$ cat config.mk
export PLATFORM = sky130hd
export DESIGN_NAME = ipv4_flow_steering_classifier_flat
export DESIGN_NICKNAME = d
export VERILOG_FILES = /design/src/design/fsc_pkg.sv /design/src/design/fsc_in_if.sv /design/src/design/fsc_out_if.sv /design/src/design/ipv4_flow_steering_classifier.sv /design/src/flat_wrapper.sv
export SDC_FILE = /design/constraint.sdc
export NUM_CORES = 1
export LEC_CHECK = 0
export ABC_AREA = 1
export BUFFER_PORTS_ARGS = -buffer_cell sky130_fd_sc_hd__clkbuf_2
export CAP_MARGIN = 15
export CORE_ASPECT_RATIO = 0.5
export CORE_MARGIN = 5
export CORE_UTILIZATION = 54
export CTS_CLUSTER_DIAMETER = 150
export DETAILED_ROUTE_END_ITERATION = 6
export GPL_ROUTABILITY_DRIVEN = 0
export PLACE_DENSITY = 0.89
export SLEW_MARGIN = 25
export SYNTH_ARGS = -nofsm -noshare
export SYNTH_HDL_FRONTEND = slang
export SYNTH_SLANG_ARGS = --single-unit
export TNS_END_PERCENT = 5
$ cat constraint.sdc
create_clock -name clk -period 3.9 [get_ports clk]
set_input_delay 0.195 -clock clk [delete_from_list [all_inputs] [get_ports clk]]
set_output_delay 0.195 -clock clk [all_outputs]
set_load 0.02 [all_outputs]
$ cat src/design/fsc_pkg.sv
`default_nettype none

package fsc_pkg;

  // Default number of receive queues that can have a socket bound
  localparam int QUEUE_COUNT_DEF = 64;

  // Field widths
  localparam int BYTE_W   = 8;
  localparam int QUEUE_W  = 6;
  localparam int POS_W    = 7;
  localparam int ADDR_W   = 32;
  localparam int MASK_W   = 64;
  localparam int CFG_IDX_W = 1;
  localparam int CFG_DATA_W = 64;

  // Configuration register indexes
  localparam logic [CFG_IDX_W-1:0] CFG_MATCH_SRC  = 1'b0;
  localparam logic [CFG_IDX_W-1:0] CFG_SOCK_MASK  = 1'b1;

  // Frame byte offsets, Ethernet header included
  localparam logic [POS_W-1:0] POS_IP_START = 7'd14;
  localparam logic [POS_W-1:0] POS_TLEN_HI  = 7'd16;
  localparam logic [POS_W-1:0] POS_TLEN_LO  = 7'd17;
  localparam logic [POS_W-1:0] POS_PROTO    = 7'd23;
  localparam logic [POS_W-1:0] POS_SRC_FIRST = 7'd26;
  localparam logic [POS_W-1:0] POS_SRC_LAST  = 7'd29;
  localparam logic [POS_W-1:0] POS_SAT      = 7'd127;
  localparam logic [POS_W-1:0] MIN_IP_LEN   = 7'd34;
  localparam logic [POS_W-1:0] L4_DOFF_OFS  = 7'd12;
  localparam logic [POS_W-1:0] L4_FLAG_OFS  = 7'd13;
  localparam logic [POS_W-1:0] TCP_HDR_LEN  = 7'd20;
  localparam logic [POS_W-1:0] UDP_HDR_LEN  = 7'd8;

  localparam logic [3:0] IP_VERSION_4 = 4'd4;
  localparam logic [7:0] PROTO_TCP = 8'd6;
  localparam logic [7:0] PROTO_UDP = 8'd17;

  // TCP flag bits
  localparam int FLAG_FIN = 0;
  localparam int FLAG_SYN = 1;
  localparam int FLAG_RST = 2;
  localparam int FLAG_ACK = 4;

  typedef enum logic [1:0] {
    VERDICT_DROP     = 2'd0,
    VERDICT_PASS     = 2'd1,
    VERDICT_REDIRECT = 2'd2,
    VERDICT_ABORTED  = 2'd3
  } verdict_t;

endpackage

`default_nettype wire

$ cat src/design/fsc_in_if.sv
`default_nettype none

// Frame byte channel
interface fsc_in_if;
  logic       valid;
  logic       ready;
  logic [7:0] frame_byte;
  logic       end_of_frame;
  logic [5:0] queue_number;

  modport source (output valid, output frame_byte, output end_of_frame,
                  output queue_number, input ready);
  modport sink   (input valid, input frame_byte, input end_of_frame,
                  input queue_number, output ready);
endinterface

`default_nettype wire

$ cat src/design/fsc_out_if.sv
`default_nettype none

// Verdict channel
interface fsc_out_if;
  logic       valid;
  logic       ready;
  logic [1:0] verdict;
  logic [5:0] target_queue;

  modport source (output valid, output verdict, output target_queue, input ready);
  modport sink   (input valid, input verdict, input target_queue, output ready);
endinterface

`default_nettype wire

$ cat src/design/ipv4_flow_steering_classifier.sv
`default_nettype none

// The verdict is registered when the final byte of a frame is accepted.
// Throughput: one frame byte per cycle; the header fields are captured in place
// and the verdict logic sits between the field registers and the output register.
// The input stalls only when a verdict is held and not yet taken.
// Reset (synchronous, rst_n low): frame state cleared, source match 0, mask all ones.
module ipv4_flow_steering_classifier
  import fsc_pkg::*;
#(
  parameter int QUEUE_COUNT = QUEUE_COUNT_DEF
) (
  input  wire                    clk,
  input  wire                    rst_n,
  input  wire                    cfg_wr_en,
  input  wire [CFG_IDX_W-1:0]    cfg_index,
  input  wire [CFG_DATA_W-1:0]   cfg_data,
  fsc_in_if.sink                 in_chan,
  fsc_out_if.source              out_chan
);

  // Configuration registers
  logic [ADDR_W-1:0]      match_src_r;
  logic [QUEUE_COUNT-1:0] sock_mask_r;

  always_ff @(posedge clk) begin
    if (!rst_n) begin
      match_src_r <= '0;
      sock_mask_r <= '1;
    end else if (cfg_wr_en) begin
      unique case (cfg_index)
        CFG_MATCH_SRC: match_src_r <= cfg_data[ADDR_W-1:0];
        CFG_SOCK_MASK: sock_mask_r <= cfg_data[QUEUE_COUNT-1:0];
        default: ;
      endcase
    end
  end

  // Frame state
  logic [POS_W-1:0]  pos_r,  pos_nxt;
  logic [3:0]        ver_r,  ver_nxt;
  logic [3:0]        ihl_r,  ihl_nxt;
  logic [15:0]       tlen_r, tlen_nxt;
  logic [7:0]        proto_r, proto_nxt;
  logic [ADDR_W-1:0] src_r,  src_nxt;
  logic [3:0]        doff_r, doff_nxt;
  logic [7:0]        flags_r, flags_nxt;

  // Output register
  logic             out_valid_r, out_valid_nxt;
  verdict_t         verdict_r,   verdict_nxt;
  logic [QUEUE_W-1:0] target_r,  target_nxt;

  logic in_accept;
  logic out_accept;

  assign in_chan.ready = out_chan.ready || !out_valid_r;
  assign in_accept     = in_chan.valid && in_chan.ready;
  assign out_accept    = out_valid_r && out_chan.ready;

  // Field values including the current byte
  logic [3:0]        ver_cap, ihl_cap, doff_cap;
  logic [15:0]       tlen_cap;
  logic [7:0]        proto_cap, flags_cap;
  logic [ADDR_W-1:0] src_cap;
  logic [POS_W-1:0]  l4_start, len;
  logic [7:0]        b;

  assign b = in_chan.frame_byte;

  always_comb begin
    ver_cap   = ver_r;
    ihl_cap   = ihl_r;
    tlen_cap  = tlen_r;
    proto_cap = proto_r;
    src_cap   = src_r;
    doff_cap  = doff_r;
    flags_cap = flags_r;
    if (pos_r == POS_IP_START) begin
      ver_cap = b[7:4];
      ihl_cap = b[3:0];
    end
    if (pos_r == POS_TLEN_HI) tlen_cap[15:8] = b;
    if (pos_r == POS_TLEN_LO) tlen_cap[7:0]  = b;
    if (pos_r == POS_PROTO)   proto_cap = b;
    if (pos_r >= POS_SRC_FIRST && pos_r <= POS_SRC_LAST) begin
      src_cap = {src_r[ADDR_W-9:0], b};
    end
    // transport header start follows the header length just captured
    l4_start = POS_IP_START + {1'b0, ihl_cap, 2'b00};
    if (pos_r == l4_start + L4_DOFF_OFS) doff_cap  = b[7:4];
    if (pos_r == l4_start + L4_FLAG_OFS) flags_cap = b;
    len = (pos_r == POS_SAT) ? pos_r : pos_r + 7'd1;
  end

  // Verdict
  logic [6:0]        hdr_bytes;
  logic              tcp_empty;
  logic              sock_ok;
  logic [MASK_W-1:0] mask_ext;
  verdict_t          decision;
  logic [QUEUE_W-1:0] decision_q;
  verdict_t          delivered;

  always_comb begin
    hdr_bytes = {({1'b0, ihl_cap} + {1'b0, doff_cap}), 2'b00};
    tcp_empty = (tlen_cap == {9'd0, hdr_bytes});
    mask_ext  = MASK_W'(sock_mask_r);
    sock_ok   = ({1'b0, in_chan.queue_number} < 7'(QUEUE_COUNT)) &&
                mask_ext[in_chan.queue_number];
    delivered = sock_ok ? VERDICT_REDIRECT : VERDICT_ABORTED;

    decision = VERDICT_PASS;
    if (len < MIN_IP_LEN) begin
      decision = VERDICT_DROP;
    end else if (ver_cap != IP_VERSION_4) begin
      decision = VERDICT_PASS;
    end else if (len < l4_start) begin
      decision = VERDICT_DROP;
    end else if (src_cap != match_src_r) begin
      decision = VERDICT_PASS;
    end else if (proto_cap == PROTO_TCP) begin
      if (len < l4_start + TCP_HDR_LEN) begin
        decision = VERDICT_DROP;
      end else if (flags_cap[FLAG_FIN] || flags_cap[FLAG_SYN] || flags_cap[FLAG_RST]) begin
        decision = VERDICT_PASS;
      end else if (flags_cap[FLAG_ACK] && tcp_empty) begin
        decision = VERDICT_PASS;
      end else begin
        decision = delivered;
      end
    end else if (proto_cap == PROTO_UDP) begin
      decision = (len < l4_start + UDP_HDR_LEN) ? VERDICT_DROP : delivered;
    end
    decision_q = (decision == VERDICT_REDIRECT) ? in_chan.queue_number : '0;
  end

  // Next state
  always_comb begin
    pos_nxt   = pos_r;
    ver_nxt   = ver_r;
    ihl_nxt   = ihl_r;
    tlen_nxt  = tlen_r;
    proto_nxt = proto_r;
    src_nxt   = src_r;
    doff_nxt  = doff_r;
    flags_nxt = flags_r;
    out_valid_nxt = out_accept ? 1'b0 : out_valid_r;
    verdict_nxt   = verdict_r;
    target_nxt    = target_r;
    if (in_accept) begin
      if (in_chan.end_of_frame) begin
        pos_nxt   = '0;
        ver_nxt   = '0;
        ihl_nxt   = '0;
        tlen_nxt  = '0;
        proto_nxt = '0;
        src_nxt   = '0;
        doff_nxt  = '0;
        flags_nxt = '0;
        out_valid_nxt = 1'b1;
        verdict_nxt   = decision;
        target_nxt    = decision_q;
      end else begin
        pos_nxt   = len;
        ver_nxt   = ver_cap;
        ihl_nxt   = ihl_cap;
        tlen_nxt  = tlen_cap;
        proto_nxt = proto_cap;
        src_nxt   = src_cap;
        doff_nxt  = doff_cap;
        flags_nxt = flags_cap;
      end
    end
  end

  always_ff @(posedge clk) begin
    if (!rst_n) begin
      pos_r   <= '0;
      ver_r   <= '0;
      ihl_r   <= '0;
      tlen_r  <= '0;
      proto_r <= '0;
      src_r   <= '0;
      doff_r  <= '0;
      flags_r <= '0;
      out_valid_r <= 1'b0;
    end else begin
      pos_r   <= pos_nxt;
      ver_r   <= ver_nxt;
      ihl_r   <= ihl_nxt;
      tlen_r  <= tlen_nxt;
      proto_r <= proto_nxt;
      src_r   <= src_nxt;
      doff_r  <= doff_nxt;
      flags_r <= flags_nxt;
      out_valid_r <= out_valid_nxt;
    end
  end

  // Verdict payload, no reset needed
  always_ff @(posedge clk) begin
    verdict_r <= verdict_nxt;
    target_r  <= target_nxt;
  end

  assign out_chan.valid        = out_valid_r;
  assign out_chan.verdict      = verdict_r;
  assign out_chan.target_queue = target_r;

  // Checks

  // a final byte always leaves a verdict waiting
  a_eof_gives_verdict: assert property (@(posedge clk) disable iff (!rst_n)
    in_accept && in_chan.end_of_frame |=> out_valid_r)
    else $error("final byte accepted without a verdict");

  // frame state restarts after the final byte
  a_eof_clears_pos: assert property (@(posedge clk) disable iff (!rst_n)
    in_accept && in_chan.end_of_frame |=> pos_r == '0)
    else $error("byte position not cleared after frame end");

  // a mid-frame byte always leaves the position nonzero (it saturates at 127)
  a_mid_advances: assert property (@(posedge clk) disable iff (!rst_n)
    in_accept && !in_chan.end_of_frame |=> pos_r != '0)
    else $error("byte position lost within a frame");

  // target queue only carries a value for redirects
  a_target_zero: assert property (@(posedge clk) disable iff (!rst_n)
    out_valid_r && verdict_r != VERDICT_REDIRECT |-> target_r == '0)
    else $error("target queue set on a non-redirect verdict");

  // a redirect never names a queue without a socket slot
  a_redirect_in_range: assert property (@(posedge clk) disable iff (!rst_n)
    out_valid_r && verdict_r == VERDICT_REDIRECT |-> {1'b0, target_r} < 7'(QUEUE_COUNT))
    else $error("redirect to a queue beyond the socket table");

endmodule

`default_nettype wire
$ cat src/flat_wrapper.sv
// flat-port wrapper written by rule: the top's interface ports become plain ports
module ipv4_flow_steering_classifier_flat import fsc_pkg::*;
#(
  parameter int QUEUE_COUNT = QUEUE_COUNT_DEF
)
  (clk, rst_n, cfg_wr_en, cfg_index, cfg_data, in_chan_valid, in_chan_frame_byte, in_chan_end_of_frame, in_chan_queue_number, in_chan_ready, out_chan_valid, out_chan_verdict, out_chan_target_queue, out_chan_ready);
  fsc_in_if in_chan_i ();
  fsc_out_if out_chan_i ();
  input  wire clk;
  input  wire rst_n;
  input  wire cfg_wr_en;
  input  wire [CFG_IDX_W-1:0] cfg_index;
  input  wire [CFG_DATA_W-1:0] cfg_data;
  input wire logic [$bits(in_chan_i.valid)-1:0] in_chan_valid;
  input wire logic [$bits(in_chan_i.frame_byte)-1:0] in_chan_frame_byte;
  input wire logic [$bits(in_chan_i.end_of_frame)-1:0] in_chan_end_of_frame;
  input wire logic [$bits(in_chan_i.queue_number)-1:0] in_chan_queue_number;
  output wire logic [$bits(in_chan_i.ready)-1:0] in_chan_ready;
  output wire logic [$bits(out_chan_i.valid)-1:0] out_chan_valid;
  output wire logic [$bits(out_chan_i.verdict)-1:0] out_chan_verdict;
  output wire logic [$bits(out_chan_i.target_queue)-1:0] out_chan_target_queue;
  input wire logic [$bits(out_chan_i.ready)-1:0] out_chan_ready;
  assign in_chan_i.valid = in_chan_valid;
  assign in_chan_i.frame_byte = in_chan_frame_byte;
  assign in_chan_i.end_of_frame = in_chan_end_of_frame;
  assign in_chan_i.queue_number = in_chan_queue_number;
  assign in_chan_ready = in_chan_i.ready;
  assign out_chan_valid = out_chan_i.valid;
  assign out_chan_verdict = out_chan_i.verdict;
  assign out_chan_target_queue = out_chan_i.target_queue;
  assign out_chan_i.ready = out_chan_ready;
  ipv4_flow_steering_classifier #(.QUEUE_COUNT(QUEUE_COUNT)) u_core (.clk(clk), .rst_n(rst_n), .cfg_wr_en(cfg_wr_en), .cfg_index(cfg_index), .cfg_data(cfg_data), .in_chan(in_chan_i), .out_chan(out_chan_i));
endmodule
# [Word-level counts from Yosys, hierarchy flattened]
# Cells that the tools add are included.
[totals] reg_bits=184 in_bits=85 out_inout_bits=10 word_cells=85
[op_classes] add_sub_neg=7 n_lt_le_gt_ge=7 eq_ne=13 mux=33 bitwise=1 reduce_logical=11
[op_table] op="two-way mux 32 bit" n=2
[op_table] op="two-way mux 8 bit" n=4
[op_table] op="inequality test 32 bit" n=1
[op_table] op="two-way mux 4 bit" n=6
[op_table] op="adder 7 x 4 -> 7 bit (second input constant)" n=3
[op_table] op="equality test 7 x 5 -> 1 bit (second input constant)" n=3
[op_table] op="< comparator 7 bit" n=3
[op_table] op="two-way mux 2 bit" n=10
[op_table] op="equality test 16 x 7 -> 1 bit" n=1
[op_table] op="two-way mux 16 bit" n=1
[op_table] op="equality test 7 bit" n=2
[op_table] op="two-way mux 7 bit" n=2
[op_table] op="two-way mux 5 bit" n=2
[op_table] op="equality test 8 x 3 -> 1 bit (second input constant)" n=1
[op_table] op="equality test 8 x 5 -> 1 bit (second input constant)" n=1
[op_table] op="adder 4 x 6 -> 7 bit (first input constant)" n=1
[op_table] op="adder 7 x 1 -> 7 bit (second input constant)" n=1
[op_table] op="adder 7 x 5 -> 7 bit (second input constant)" n=1
[op_table] op="equality test 7 x 4 -> 1 bit (second input constant)" n=1
[op_table] op="equality test 7 bit (second input constant)" n=1
[op_table] op=">= comparator 7 x 5 -> 1 bit (second input constant)" n=1
[op_table] op="<= comparator 7 x 5 -> 1 bit (second input constant)" n=1
[op_table] op="< comparator 6 x 7 -> 1 bit (second input constant)" n=1
[op_table] op="< comparator 7 x 6 -> 1 bit (second input constant)" n=1
[op_table] op="10 further kinds" n=21

# [Depth between registers and ports, before layout]
# Gate-level depths: netlist (run 1).
[depth] word_depth=18 ltp_mapped=38 ltp_nobuf=38

# [Worst setup path before layout (run 1)]
# No wires, ideal clock.
[synth_path] path_type="register to register" startpoint="reg u_core.pos_r[0]" endpoint="reg u_core.target_r[1] (netlist: u_core.out_chan.target_queue[1]), data pin" setup_time_ns=0.264 t_arrival_ns=4.001 required_time_ns=3.636 path_slack_ns=-0.365 path_stages_with_launch=36 n_path_buf=1 period_less_slack_ns=4.265 cell_sequence="dfxtp_1 -> inv_1 -> ha_1 -> inv_1 -> nor2_1 -> nand3_4 -> buf_6 -> nand2_4 -> nand2_4 -> nand2_4 -> o21ai_0 -> inv_1 -> ha_1 -> inv_1 -> nand3_1 -> nand2_1 -> nand2_2 -> nand2_4 -> nand3_4 -> nand2_1 -> o21ai_0 -> ha_1 -> ha_1 -> xor2_1 -> nor2_1 -> nand2_1 -> nor2_1 -> nand2_1 -> nor2_1 -> nand3_2 -> nand3_1 -> nand2_1 -> nand2_1 -> nand2_2 -> nand3_4 -> nor2_2"
[synth_between] elab_chain_len=18 word_cells_on_any_way=49 classes_between="add/sub: 7; order compare: 6; eq/ne: 13; mux: 19; reduce/logical: 4"
[synth_rtl] item="start, declared" line="ipv4_flow_steering_classifier.sv:40" source="logic [POS_W-1:0] pos_r, pos_nxt;"
[synth_rtl] item="start signal, assigned" line="ipv4_flow_steering_classifier.sv:189" source="pos_r <= pos_nxt;"
[synth_rtl] item="equality test 7 x 4 -> 1 bit" line="ipv4_flow_steering_classifier.sv:79" source="if (pos_r == POS_IP_START) begin"
[synth_rtl] item="two-way mux 4 bit" line="ipv4_flow_steering_classifier.sv:79"
[synth_rtl] item="adder 4 x 6 -> 7 bit" line="ipv4_flow_steering_classifier.sv:90" source="l4_start = POS_IP_START + {1'b0, ihl_cap, 2'b00};"
[synth_rtl] item="adder 7 x 4 -> 7 bit" line="ipv4_flow_steering_classifier.sv:91" source="if (pos_r == l4_start + L4_DOFF_OFS) doff_cap = b[7:4];"
[synth_rtl] item="equality test 7 bit" line="ipv4_flow_steering_classifier.sv:91"
[synth_rtl] item="two-way mux 4 bit" line="ipv4_flow_steering_classifier.sv:91"
[synth_rtl] item="adder 4 x 4 -> 5 bit" line="ipv4_flow_steering_classifier.sv:106" source="hdr_bytes = {({1'b0, ihl_cap} + {1'b0, doff_cap}), 2'b00};"
[synth_rtl] item="equality test 16 x 7 -> 1 bit" line="ipv4_flow_steering_classifier.sv:107" source="tcp_empty = (tlen_cap == {9'd0, hdr_bytes});"
[synth_rtl] item="(+2 left out)"
[synth_rtl] item="two-way mux 2 bit" line="ipv4_flow_steering_classifier.sv:125" source="end else if (flags_cap[FLAG_FIN] || flags_cap[FLAG_SYN] || flags_cap[FLAG_RST]) begin"
[synth_rtl] item="two-way mux 2 bit" line="ipv4_flow_steering_classifier.sv:123" source="if (len < l4_start + TCP_HDR_LEN) begin"
[synth_rtl] item="two-way mux 2 bit" line="ipv4_flow_steering_classifier.sv:122" source="end else if (proto_cap == PROTO_TCP) begin"
[synth_rtl] item="two-way mux 2 bit" line="ipv4_flow_steering_classifier.sv:120" source="end else if (src_cap != match_src_r) begin"
[synth_rtl] item="two-way mux 2 bit" line="ipv4_flow_steering_classifier.sv:118" source="end else if (len < l4_start) begin"
[synth_rtl] item="two-way mux 2 bit" line="ipv4_flow_steering_classifier.sv:116" source="end else if (ver_cap != IP_VERSION_4) begin"
[synth_rtl] item="two-way mux 2 bit (*)" line="ipv4_flow_steering_classifier.sv:114" source="if (len < MIN_IP_LEN) begin"
[synth_rtl] item="equality test 2 bit (*)" line="ipv4_flow_steering_classifier.sv:135" source="decision_q = (decision == VERDICT_REDIRECT) ? in_chan.queue_number : '0;"
[synth_rtl] item="end signal, assigned" line="ipv4_flow_steering_classifier.sv:204" source="target_r <= target_nxt;"
[synth_rtl] item="end, declared" line="ipv4_flow_steering_classifier.sv:52" source="logic [QUEUE_W-1:0] target_r, target_nxt;"
# Every way passes the cells marked *; elsewhere a longest branch is shown, timed or not. The select of a mux whose other input is x is not followed.
# A chain may end at the register's enable or synchronous reset.

# [Final worst setup path (run 1)]
# Ends and elaborated chain as after synthesis.

==> results.py, run 1 <==
metrics = {
    "outcome": {
        "violations": "DRC, setup timing",
        "status": "finished with violations",
    },
    "timing": {
        "rsz0062_at_grt": "yes",
        "whs_ns": 0.00297,
        "max_freq_mhz": 232,
        "relSlewSlack_pct": 29.1,
        "setup_violations": 8,
        "fin_crit_ns": 4.30,
        "max_slew.worst_pin.slew_ns": 1.06,
        "slew_viol_final": 0,
        "finalCritPeriodShare_pct": 110,
        "hold_violations": 0,
        "fin_skew_ns": 0.0145,
        "setup_ws_ns": -0.404,
    },
    "grt": {
        "overflow": 0,
        "grt_usage_pct": 29.3,
        "grt_pass1_wl_mm": 50.3,
        "antenna_found_initial": 0,
        "grt_max_degree": 99,
        "grt_pass1_vias": 10400,
    },
    "critical_path": {
        "slowest_stage": "dfxtp_2",
        "crit_fanout": 6,
        "worstPathRequired_ns": 4.10,
        "arrival_ns": 4.50,
        "r2r_slack_ns": -0.40,
        "crit_top_cell": "nand2_2",
        "path_class": "reg -> reg",
        "crit_path_end_kind": "register",
        "worstSetupStartpointType": "register",
        "critical_path.max_stage_delay_ns": 0.33,
    },
    "clock_network": {
        "cts.clk_slew.worst_paths_ns": 0.09,
        "worstSkewPairLatency_ns": 0.46,
        "cts-htree-levels": 4,
        "cts_buffers": 17,
        "clock_sinks": 184,
        "cts.path.max_buffers": 2,
        "cts_tree": "built",
        "cts_root_buf": "clkbuf_16",
    },
    "floorplan": {
        "coreArea_um2": 17500,
        "start_util_pct": 55.4,
        "num_rows": 34,
        "die_area_um2": 20900,
        "die-height_um": 105,
        "pin_count": 95,
        "fp.dieW_um": 199,
    },
    "yosys": {
        "synth-seq-cells": 184,
        "ys.flop_type": "dfxtp_1",
        "synth_warnings": 0,
        "yosysUniqueCellTypes": 48,
        "synth_fp_nets": 1501,
        "syn_avg_cell_area_um2": 6.95,
        "synthCells": 1393,
        "async_reset_ff_share_pct": 0,
        "synth_edf_count": 8,
        "seq_area_frac_synth_pct": 38.9,
        "syn_area_um2": 9690,
    },
    "cells_and_area": {
        "fin_nets": 1660,
        "final_common_cell": "nand2_1",
        "final_cell_mix": "389 x nand2_1, 175 x dfxtp_1, 115 x nor2_1",
        "fin_area_um2": 12100,
        "fin_cells": 1799,
        "area_growth_pct": 25.3,
        "drive_gt1_share_pct": 19.5,
        "diodes": 0,
        "nFillCells": 1156,
    },
    "power": {
        "ir_worst_vdd_uv": 315,
        "powerDensity_nw_per_um2": 356,
        "p_leak_nw": 5.50,
    },
    "routing": {
        "drt-total-wl_mm": 32.5,
        "drtPass1Iterations": 7,
        "initialDrtViolationCount": 1522,
        "ant_nets": 0,
        "via_per_inst": 5.97,
        "wire_per_inst_um": 18.0,
        "vias": 10700,
        "drc": 10,
    },
    "placement": {
        "portBuffers": 94,
        "hpwl_mm": 18.4,
        "dp.cells": 1690,
        "placed_cell_area_um2": 10500,
    },
    "worst_hold_path": {
        "hold_path_class": "in -> reg",
    },
    "run": {
        "max_cap_violations": 0,
    },
}
critical path, delay by kind of cell (launching register included):
kind                       cells  cell delay [ns]
xor gates and xnor gates       1             0.16
adders and majority gates      3             0.57
buffers and inverters          5             0.29
DFF                            1             0.33
and+or+nand+nor               27             2.72
layout make-up:
type	count	area (µm²)	area share, %
sequential	184	3760	31.0
inverter	118	460	3.80
clock buffer	17	425	3.51
multi-input combinational	1016	5450	44.9
timing repair buffer	215	1530	12.6
tap	234	293	2.41
clock inverter	15	209	1.72
where the power goes:
group	switching, mW	internal (mW)
clock	0.957	0.894
sequential	0.0446	1.96
combinational	0.287	0.176
total	1.29	3.03
timing repair:
action                                 4_1_cts  5_1_grt
setup endpoints to repair                    8        8
gates resized for setup                     20       29
pin swaps                                   17       32
endpoints found under the hold margin       65        0
setup buffers                                8       12
hold buffers                                57        0
registers in the layout, summed over array words and instances (netlist names):
register,cells
u_core.out_chan.verdict,2
u_core.doff_r,4
u_core.proto_r,8
u_core.ihl_r,4
u_core.match_src_r,32
u_core.out_chan.valid,1
u_core.src_r,32
u_core.tlen_r,16
u_core.ver_r,4
u_core.out_chan.target_queue,6
u_core.pos_r,7
u_core.mask_ext,64
u_core.flags_r,4
cells in the mapped netlist, drive strengths merged, types with 3 or more instances:
| cell type | n | area (µm²) |
|---|---|---|
| nor2 | 128 | 518 |
| a21oi | 103 | 531 |
| mux2 | 4 | 45.0 |
| xor2 | 29 | 254 |
| edfxtp | 8 | 240 |
| o22ai | 20 | 125 |
| o221ai | 3 | 26.3 |
| o21ai | 100 | 512 |
| dfxtp | 176 | 3520 |
| a221oi | 9 | 78.8 |
| nand3 | 109 | 613 |
| ha | 23 | 288 |
| a21o | 3 | 22.5 |
| nand4 | 14 | 93.8 |
| nor3 | 7 | 40.0 |
| buf | 11 | 63.8 |
| inv | 116 | 435 |
| clkbuf | 64 | 240 |
| a32o | 7 | 70.1 |
| xnor2 | 7 | 61.3 |
| or2 | 3 | 18.8 |
| nor4 | 7 | 50.1 |
| nand2 | 434 | 1780 |
worst paths after layout:
path / endpoint / startpoint / cells after the start
setup reg to reg: u_core.out_chan.target_queue[1] / u_core.pos_r[0] / 36
hold reg to reg: u_core.src_r[27] / u_core.src_r[27] / 2
hold / removal: u_core.mask_ext[11] / cfg_data[11] / 3
setup / recovery: u_core.out_chan.target_queue[1] / u_core.pos_r[0] / 36
layer usage:
layer	part of all wire (%)	track usage, %
met5	0	0
met1	38	34.4
met4	6.0	17.1
met2	47	49.2
met3	9.2	6.82
metrics by stage:
step,util (%),setup TNS (ns),power [mW],worst slack (ns)
6_report,69.4,-2.78,4.32,-0.404
5_1_grt,69.4,-4.35,4.44,-0.613
4_1_cts,68.0,-0.420,4.27,-0.0885
3_5_place_dp,60.3,-1.54,2.42,-0.258
3_3_place_gp,60.3,-0.378,2.41,-0.0796
2_1_floorplan,-,0,2.28,0.0120
cells by family after synthesis:
logic type,Yosys count,share of synthesized area (%)
simple gates,703,32.2
compound gates,250,14.5
buf+inv,193,7.76
flops,184,38.9
xor+xnor,36,3.26
fa+ha+maj,23,2.97
mux,4,0.465
No activity file was read; power rests on OpenSTA's default activity.
==> run 2: changes to the inputs <==
--- a/config.mk
+++ b/config.mk
@@ -6,15 +6,15 @@
 export NUM_CORES = 1
 export LEC_CHECK = 0
 export ABC_AREA = 1
-export BUFFER_PORTS_ARGS = -buffer_cell sky130_fd_sc_hd__clkbuf_2
 export CAP_MARGIN = 15
 export CORE_ASPECT_RATIO = 0.5
 export CORE_MARGIN = 5
-export CORE_UTILIZATION = 54
+export CORE_UTILIZATION = 55
 export CTS_CLUSTER_DIAMETER = 150
 export DETAILED_ROUTE_END_ITERATION = 6
+export DONT_BUFFER_PORTS = 1
 export GPL_ROUTABILITY_DRIVEN = 0
-export PLACE_DENSITY = 0.89
+export PLACE_DENSITY = 0.85
 export SLEW_MARGIN = 25
 export SYNTH_ARGS = -nofsm -noshare
 export SYNTH_HDL_FRONTEND = slang
==> run 2 against run 1 <==
  * The run ends with setup timing left
  * Sequential cell count did not move
  * Critical path depth fell by 1
  * Worst hold slack gained 0.0038 ns
  * Fmax shrank 1.5%
  * Combinational power fell by 16%
  * Routed wire length shrank 7.8%
  * Core utilization fell by 2.5 points
  * Critical path type unchanged
  * Largest cell class unchanged
  * Largest power group unchanged
==> results.py, run 2 (same netlist as run 1, synthesis figures left out) <==
metrics = {
    "cells_and_area": {
        "diodes": 0,
        "drive_gt1_share_pct": 13.8,
        "largest_reg_flops": 64,
        "nFillCells": 1220,
        "final_core_util_pct": 66.9,
        "final_cell_mix": "386 x nand2_1, 175 x dfxtp_1, 114 x nor2_1",
        "fin_area_um2": 11600,
        "final_common_cell": "nand2_1",
        "area_growth_pct": 19.5,
        "fin_nets": 1566,
    },
    "clock_network": {
        "cts_buffers": 17,
        "clock_sinks": 184,
        "cts_tree": "built",
        "worstSkewPairLatency_ns": 0.45,
        "cts_root_buf": "clkbuf_16",
        "cts.path.max_buffers": 2,
        "cts.clk_slew.worst_paths_ns": 0.07,
        "cts-htree-levels": 4,
    },
    "critical_path": {
        "slowest_stage": "dfxtp_2",
        "worstPathRequired_ns": 4.10,
        "path_class": "reg -> reg",
        "arrival_ns": 4.56,
        "crit_top_cell": "nand2_4",
        "r2r_slack_ns": -0.47,
        "worstSetupStartpointType": "register",
        "crit_path_end_kind": "register",
        "critical_path.max_stage_delay_ns": 0.33,
        "crit_fanout": 6,
    },
    "timing": {
        "fin_crit_ns": 4.37,
        "slew_viol_final": 0,
        "fin_skew_ns": 0.0186,
        "relSlewSlack_pct": 35.4,
        "setup_violations": 8,
        "rsz0062_at_grt": "yes",
        "tns_ns": -3.23,
        "setup_ws_ns": -0.468,
        "hold_violations": 0,
        "max_slew.worst_pin.slew_ns": 0.968,
        "max_freq_mhz": 229,
        "finalCritPeriodShare_pct": 112,
    },
    "grt": {
        "grt_pass1_vias": 9876,
        "antenna_found_initial": 2,
        "overflow": 0,
        "grt_pass1_wl_mm": 48.1,
        "grt_usage_pct": 28.1,
        "grt_max_degree": 98,
    },
    "routing": {
        "drt-total-wl_mm": 29.9,
        "ant_nets": 0,
        "via_per_inst": 5.94,
        "wire_per_inst_um": 17.5,
        "drc": 0,
        "initialDrtViolationCount": 1279,
        "vias": 10100,
        "drtPass1Iterations": 6,
    },
    "run": {
        "max_cap_violations": 0,
    },
    "floorplan": {
        "coreArea_um2": 17300,
        "pin_count": 95,
        "die_area_um2": 20500,
        "die-height_um": 104,
        "num_rows": 34,
        "start_util_pct": 55.9,
        "fp.dieW_um": 198,
    },
    "placement": {
        "hpwl_mm": 18.0,
        "portBuffers": 0,
        "pre_cts_ws_ns": -0.268,
        "placed_cell_area_um2": 10000,
    },
    "power": {
        "ir_worst_vdd_uv": 281,
        "powerDensity_nw_per_um2": 355,
        "p_leak_nw": 5.07,
    },
    "worst_hold_path": {
        "hold_path_class": "in -> reg",
    },
    "outcome": {
        "status": "finished with violations",
        "violations": "setup timing",
    },
}
[run 2: cell types whose count changed in the layout (fill, tap and decap cells not counted), sizes merged]
cell	delta
clkinv	-1
clkinvlp	+2
clkbuf	-94
buf	-8
inv	-1
dlygate4sd3	+8
[run 2: final timing paths]
path                                           to               startpoint  cells after the start
setup / recovery  u_core.out_chan.target_queue[4]          u_core.pos_r[0]                     35
setup reg to reg  u_core.out_chan.target_queue[4]          u_core.pos_r[0]                     35
hold reg to reg                 u_core.proto_r[6]        u_core.proto_r[6]                      2
hold / removal    u_core.out_chan.target_queue[4]  in_chan_queue_number[4]                      2
[run 2: per-stage QoR]
step           instances  hold WS, ns  power [mW]
5_1_grt             1705      0.00976        4.24
3_3_place_gp        1592        0.286        2.33
6_report            1705      0.00678        4.11
4_1_cts             1700    0.0000331        4.08
3_5_place_dp        1592        0.291        2.34
2_1_floorplan       1393        0.308        2.28
[run 2: final cells by class]
class	instances	area, µm²	share of cell area, %
Multi-Input combinational cell	1016	5400	46.6
Timing Repair Buffer	121	1090	9.43
Clock buffer	17	425	3.67
Inverter	118	454	3.92
Tap cell	234	293	2.53
Sequential cell	184	3760	32.5
Clock inverter	15	150	1.30
[run 2: repair_timing]
action | CTS | global route
gates cloned | 0 | 0
resized for setup | 21 | 19
endpoints found under the setup margin | 8 | 8
pin swaps | 22 | 29
hold buffers | 66 | 0
buffers inserted | 10 | 5
hold endpoints to repair | 97 | 0
[run 2: critical path, delay by kind of cell, from the launching register on]
family | cells | cell delay [ns]
simple gates | 26 | 2.57
fa+ha+maj | 4 | 0.74
flops | 1 | 0.33
xor+xnor | 1 | 0.18
buf+inv | 2 | 0.17
compound gates | 2 | 0.13
[run 2: power by group]
part | total (mW) | leakage (nW) | internal (mW) | switching (mW)
Clock | 1.71 | 0.277 | 0.852 | 0.860
Combinational | 0.391 | 3.27 | 0.150 | 0.241
Sequential | 2.01 | 1.52 | 1.96 | 0.0476
[run 2: routing by layer]
metal | share of wire [%] | track usage [%] | vias up
li1 | - | - | 4664
met2 | 47 | 46.1 | 611
met1 | 38 | 34.0 | 4670
met5 | 0.067 | 0 | -
met4 | 5.3 | 15.5 | 4
met3 | 9.5 | 6.78 | 176
==> run 3: changes to the inputs <==
--- a/config.mk
+++ b/config.mk
@@ -15,6 +15,7 @@
 export DONT_BUFFER_PORTS = 1
 export GPL_ROUTABILITY_DRIVEN = 0
 export PLACE_DENSITY = 0.85
+export SKIP_LAST_GASP = 1
 export SLEW_MARGIN = 25
 export SYNTH_ARGS = -nofsm -noshare
 export SYNTH_HDL_FRONTEND = slang
==> run 3 against run 2 <==
  * Via count shrank 0.92%
  * The run still ends with setup timing left
  * Clock skew shrank 0.00098 ns
  * Global-route usage is essentially flat
  * Worst hold slack gained 0.0024 ns
  * Critical endpoint unchanged
  * Final cell count shrank 0.18%
  * Count of clock-buffer cells in the layout is the same
  * Sequential cell count is the same
  * Setup slack gained 0.070 ns
  * Clock power is essentially flat
  * Largest cell class unchanged
  * Fmax grew 1.6%
  * First-iteration DRC count shrank 4.1%
==> results.py, run 3 (same netlist as run 1, synthesis figures left out) <==
metrics = {
    "outcome": {
        "status": "finished with violations",
        "violations": "setup timing",
    },
    "clock_network": {
        "cts.clk_slew.worst_paths_ns": 0.07,
        "worstSkewPairLatency_ns": 0.44,
        "cts_buffers": 17,
        "cts.path.max_buffers": 2,
        "cts_tree": "built",
        "clock_sinks": 184,
        "cts-htree-levels": 4,
        "cts_root_buf": "clkbuf_16",
    },
    "timing": {
        "relSlewSlack_pct": 34.4,
        "setup_ws_ns": -0.397,
        "tns_ns": -2.68,
        "max_freq_mhz": 233,
        "finalCritPeriodShare_pct": 110,
        "fin_crit_ns": 4.30,
        "hold_violations": 0,
        "slew_viol_final": 0,
        "max_slew.worst_pin.slew_ns": 0.983,
        "fin_skew_ns": 0.0176,
        "setup_violations": 8,
        "whs_ns": 0.00920,
        "rsz0062_at_grt": "yes",
    },
    "floorplan": {
        "pin_count": 95,
        "num_rows": 34,
        "die-height_um": 104,
        "die_area_um2": 20500,
        "coreArea_um2": 17300,
        "start_util_pct": 55.9,
        "fp.dieW_um": 198,
    },
    "critical_path": {
        "crit_top_cell": "nand2_2",
        "critical_path.max_stage_delay_ns": 0.33,
        "slowest_stage": "dfxtp_2",
        "worstPathRequired_ns": 4.09,
        "arrival_ns": 4.49,
        "path_class": "reg -> reg",
        "worstSetupStartpointType": "register",
        "crit_path_end_kind": "register",
        "crit_fanout": 6,
    },
    "placement": {
        "pre_cts_ws_ns": -0.268,
        "hpwl_mm": 18.0,
        "dp.cells": 1592,
        "portBuffers": 0,
    },
    "routing": {
        "drc": 0,
        "drt-total-wl_mm": 29.2,
        "drtPass1Iterations": 6,
        "initialDrtViolationCount": 1227,
        "wire_per_inst_um": 17.2,
        "via_per_inst": 5.89,
        "vias": 10000,
        "ant_nets": 0,
    },
    "grt": {
        "grt_pass1_vias": 9874,
        "grt_max_degree": 98,
        "grt_pass1_wl_mm": 48.1,
        "grt_usage_pct": 28.1,
        "overflow": 0,
        "antenna_found_initial": 2,
    },
    "cells_and_area": {
        "final_cell_mix": "391 x nand2_1, 175 x dfxtp_1, 115 x nor2_1",
        "fin_nets": 1563,
        "nFillCells": 1237,
        "final_common_cell": "nand2_1",
        "area_growth_pct": 18.7,
        "largest_reg_flops": 64,
        "diodes": 0,
        "drive_gt1_share_pct": 12.9,
        "fin_cells": 1702,
    },
    "power": {
        "clkPwrFrac_pct": 41.5,
        "seqPwrFrac_pct": 48.9,
        "net-switching-power_mw": 1.14,
        "powerDensity_nw_per_um2": 357,
        "intPower_mw": 2.96,
        "swShare_pct": 27.8,
        "report.power.total_mw": 4.11,
        "ir_worst_vdd_uv": 278,
        "power_frac_comb_pct": 9.5,
        "p_leak_nw": 5.03,
    },
    "run": {
        "max_cap_violations": 0,
    },
    "worst_hold_path": {
        "hold_path_class": "in -> reg",
    },
}
## run 3: routing by layer
| layer | track usage [%] | part of all wire [%] |
|---|---|---|
| met5 | 0 | 0.089 |
| met4 | 15.5 | 4.7 |
| met3 | 6.78 | 9.3 |
| met2 | 46.1 | 47 |
| met1 | 34.0 | 39 |
## run 3: power groups by stage
stage / Sequential [mW] / Clock (mW) / Combinational, mW
4_1_cts: 2.01 / 1.70 / 0.373
3_3_place_gp: 2.05 / 0 / 0.283
3_5_place_dp: 2.05 / 0 / 0.293
5_1_grt: 2.01 / 1.79 / 0.429
6_report: 2.01 / 1.71 / 0.391
2_1_floorplan: 2.04 / 0 / 0.244
## run 3: final timing paths
check | startpoint | end | slack (ns) | cells after the start
worst min register to register | u_core.proto_r[6] | u_core.proto_r[6] | 0.47 | 2
worst max-delay path | u_core.pos_r[0] | u_core.out_chan.target_queue[4] | -0.40 | 36
worst max register to register | u_core.pos_r[0] | u_core.out_chan.target_queue[4] | -0.40 | 36
worst min-delay path | in_chan_queue_number[4] | u_core.out_chan.target_queue[4] | 0.009 | 2
## run 3: repair_timing
item,CTS,global route
endpoints found under the setup margin,8,8
hold endpoints to repair,97,0
buffers inserted,10,2
cloned,0,0
pin swaps,22,4
gates resized for setup,20,4
hold buffers,66,0
## run 3: stage by stage
step	area [µm²]	utilization [%]
after CTS	11500	66.1
after global placement	10000	58.0
final	11500	66.4
after detailed placement	10000	58.0
after global routing	11500	66.4
after floorplan	9740	-
## run 3: layout make-up
type	count	area (µm²)	share of cell area (%)
Clock inverter	15	150	1.31
Timing Repair Buffer	118	1070	9.30
Multi-Input combinational cell	1016	5340	46.5
Clock buffer	17	425	3.70
Tap cell	234	293	2.55
Inverter	118	452	3.93
Sequential cell	184	3760	32.8
## run 3: worst max-delay path, delay by kind of cell (launching register included)
family	cells	cell delay, ns
fa+ha+maj	3	0.57
xor+xnor	1	0.17
flops	1	0.33
buf+inv	5	0.32
simple gates	27	2.69
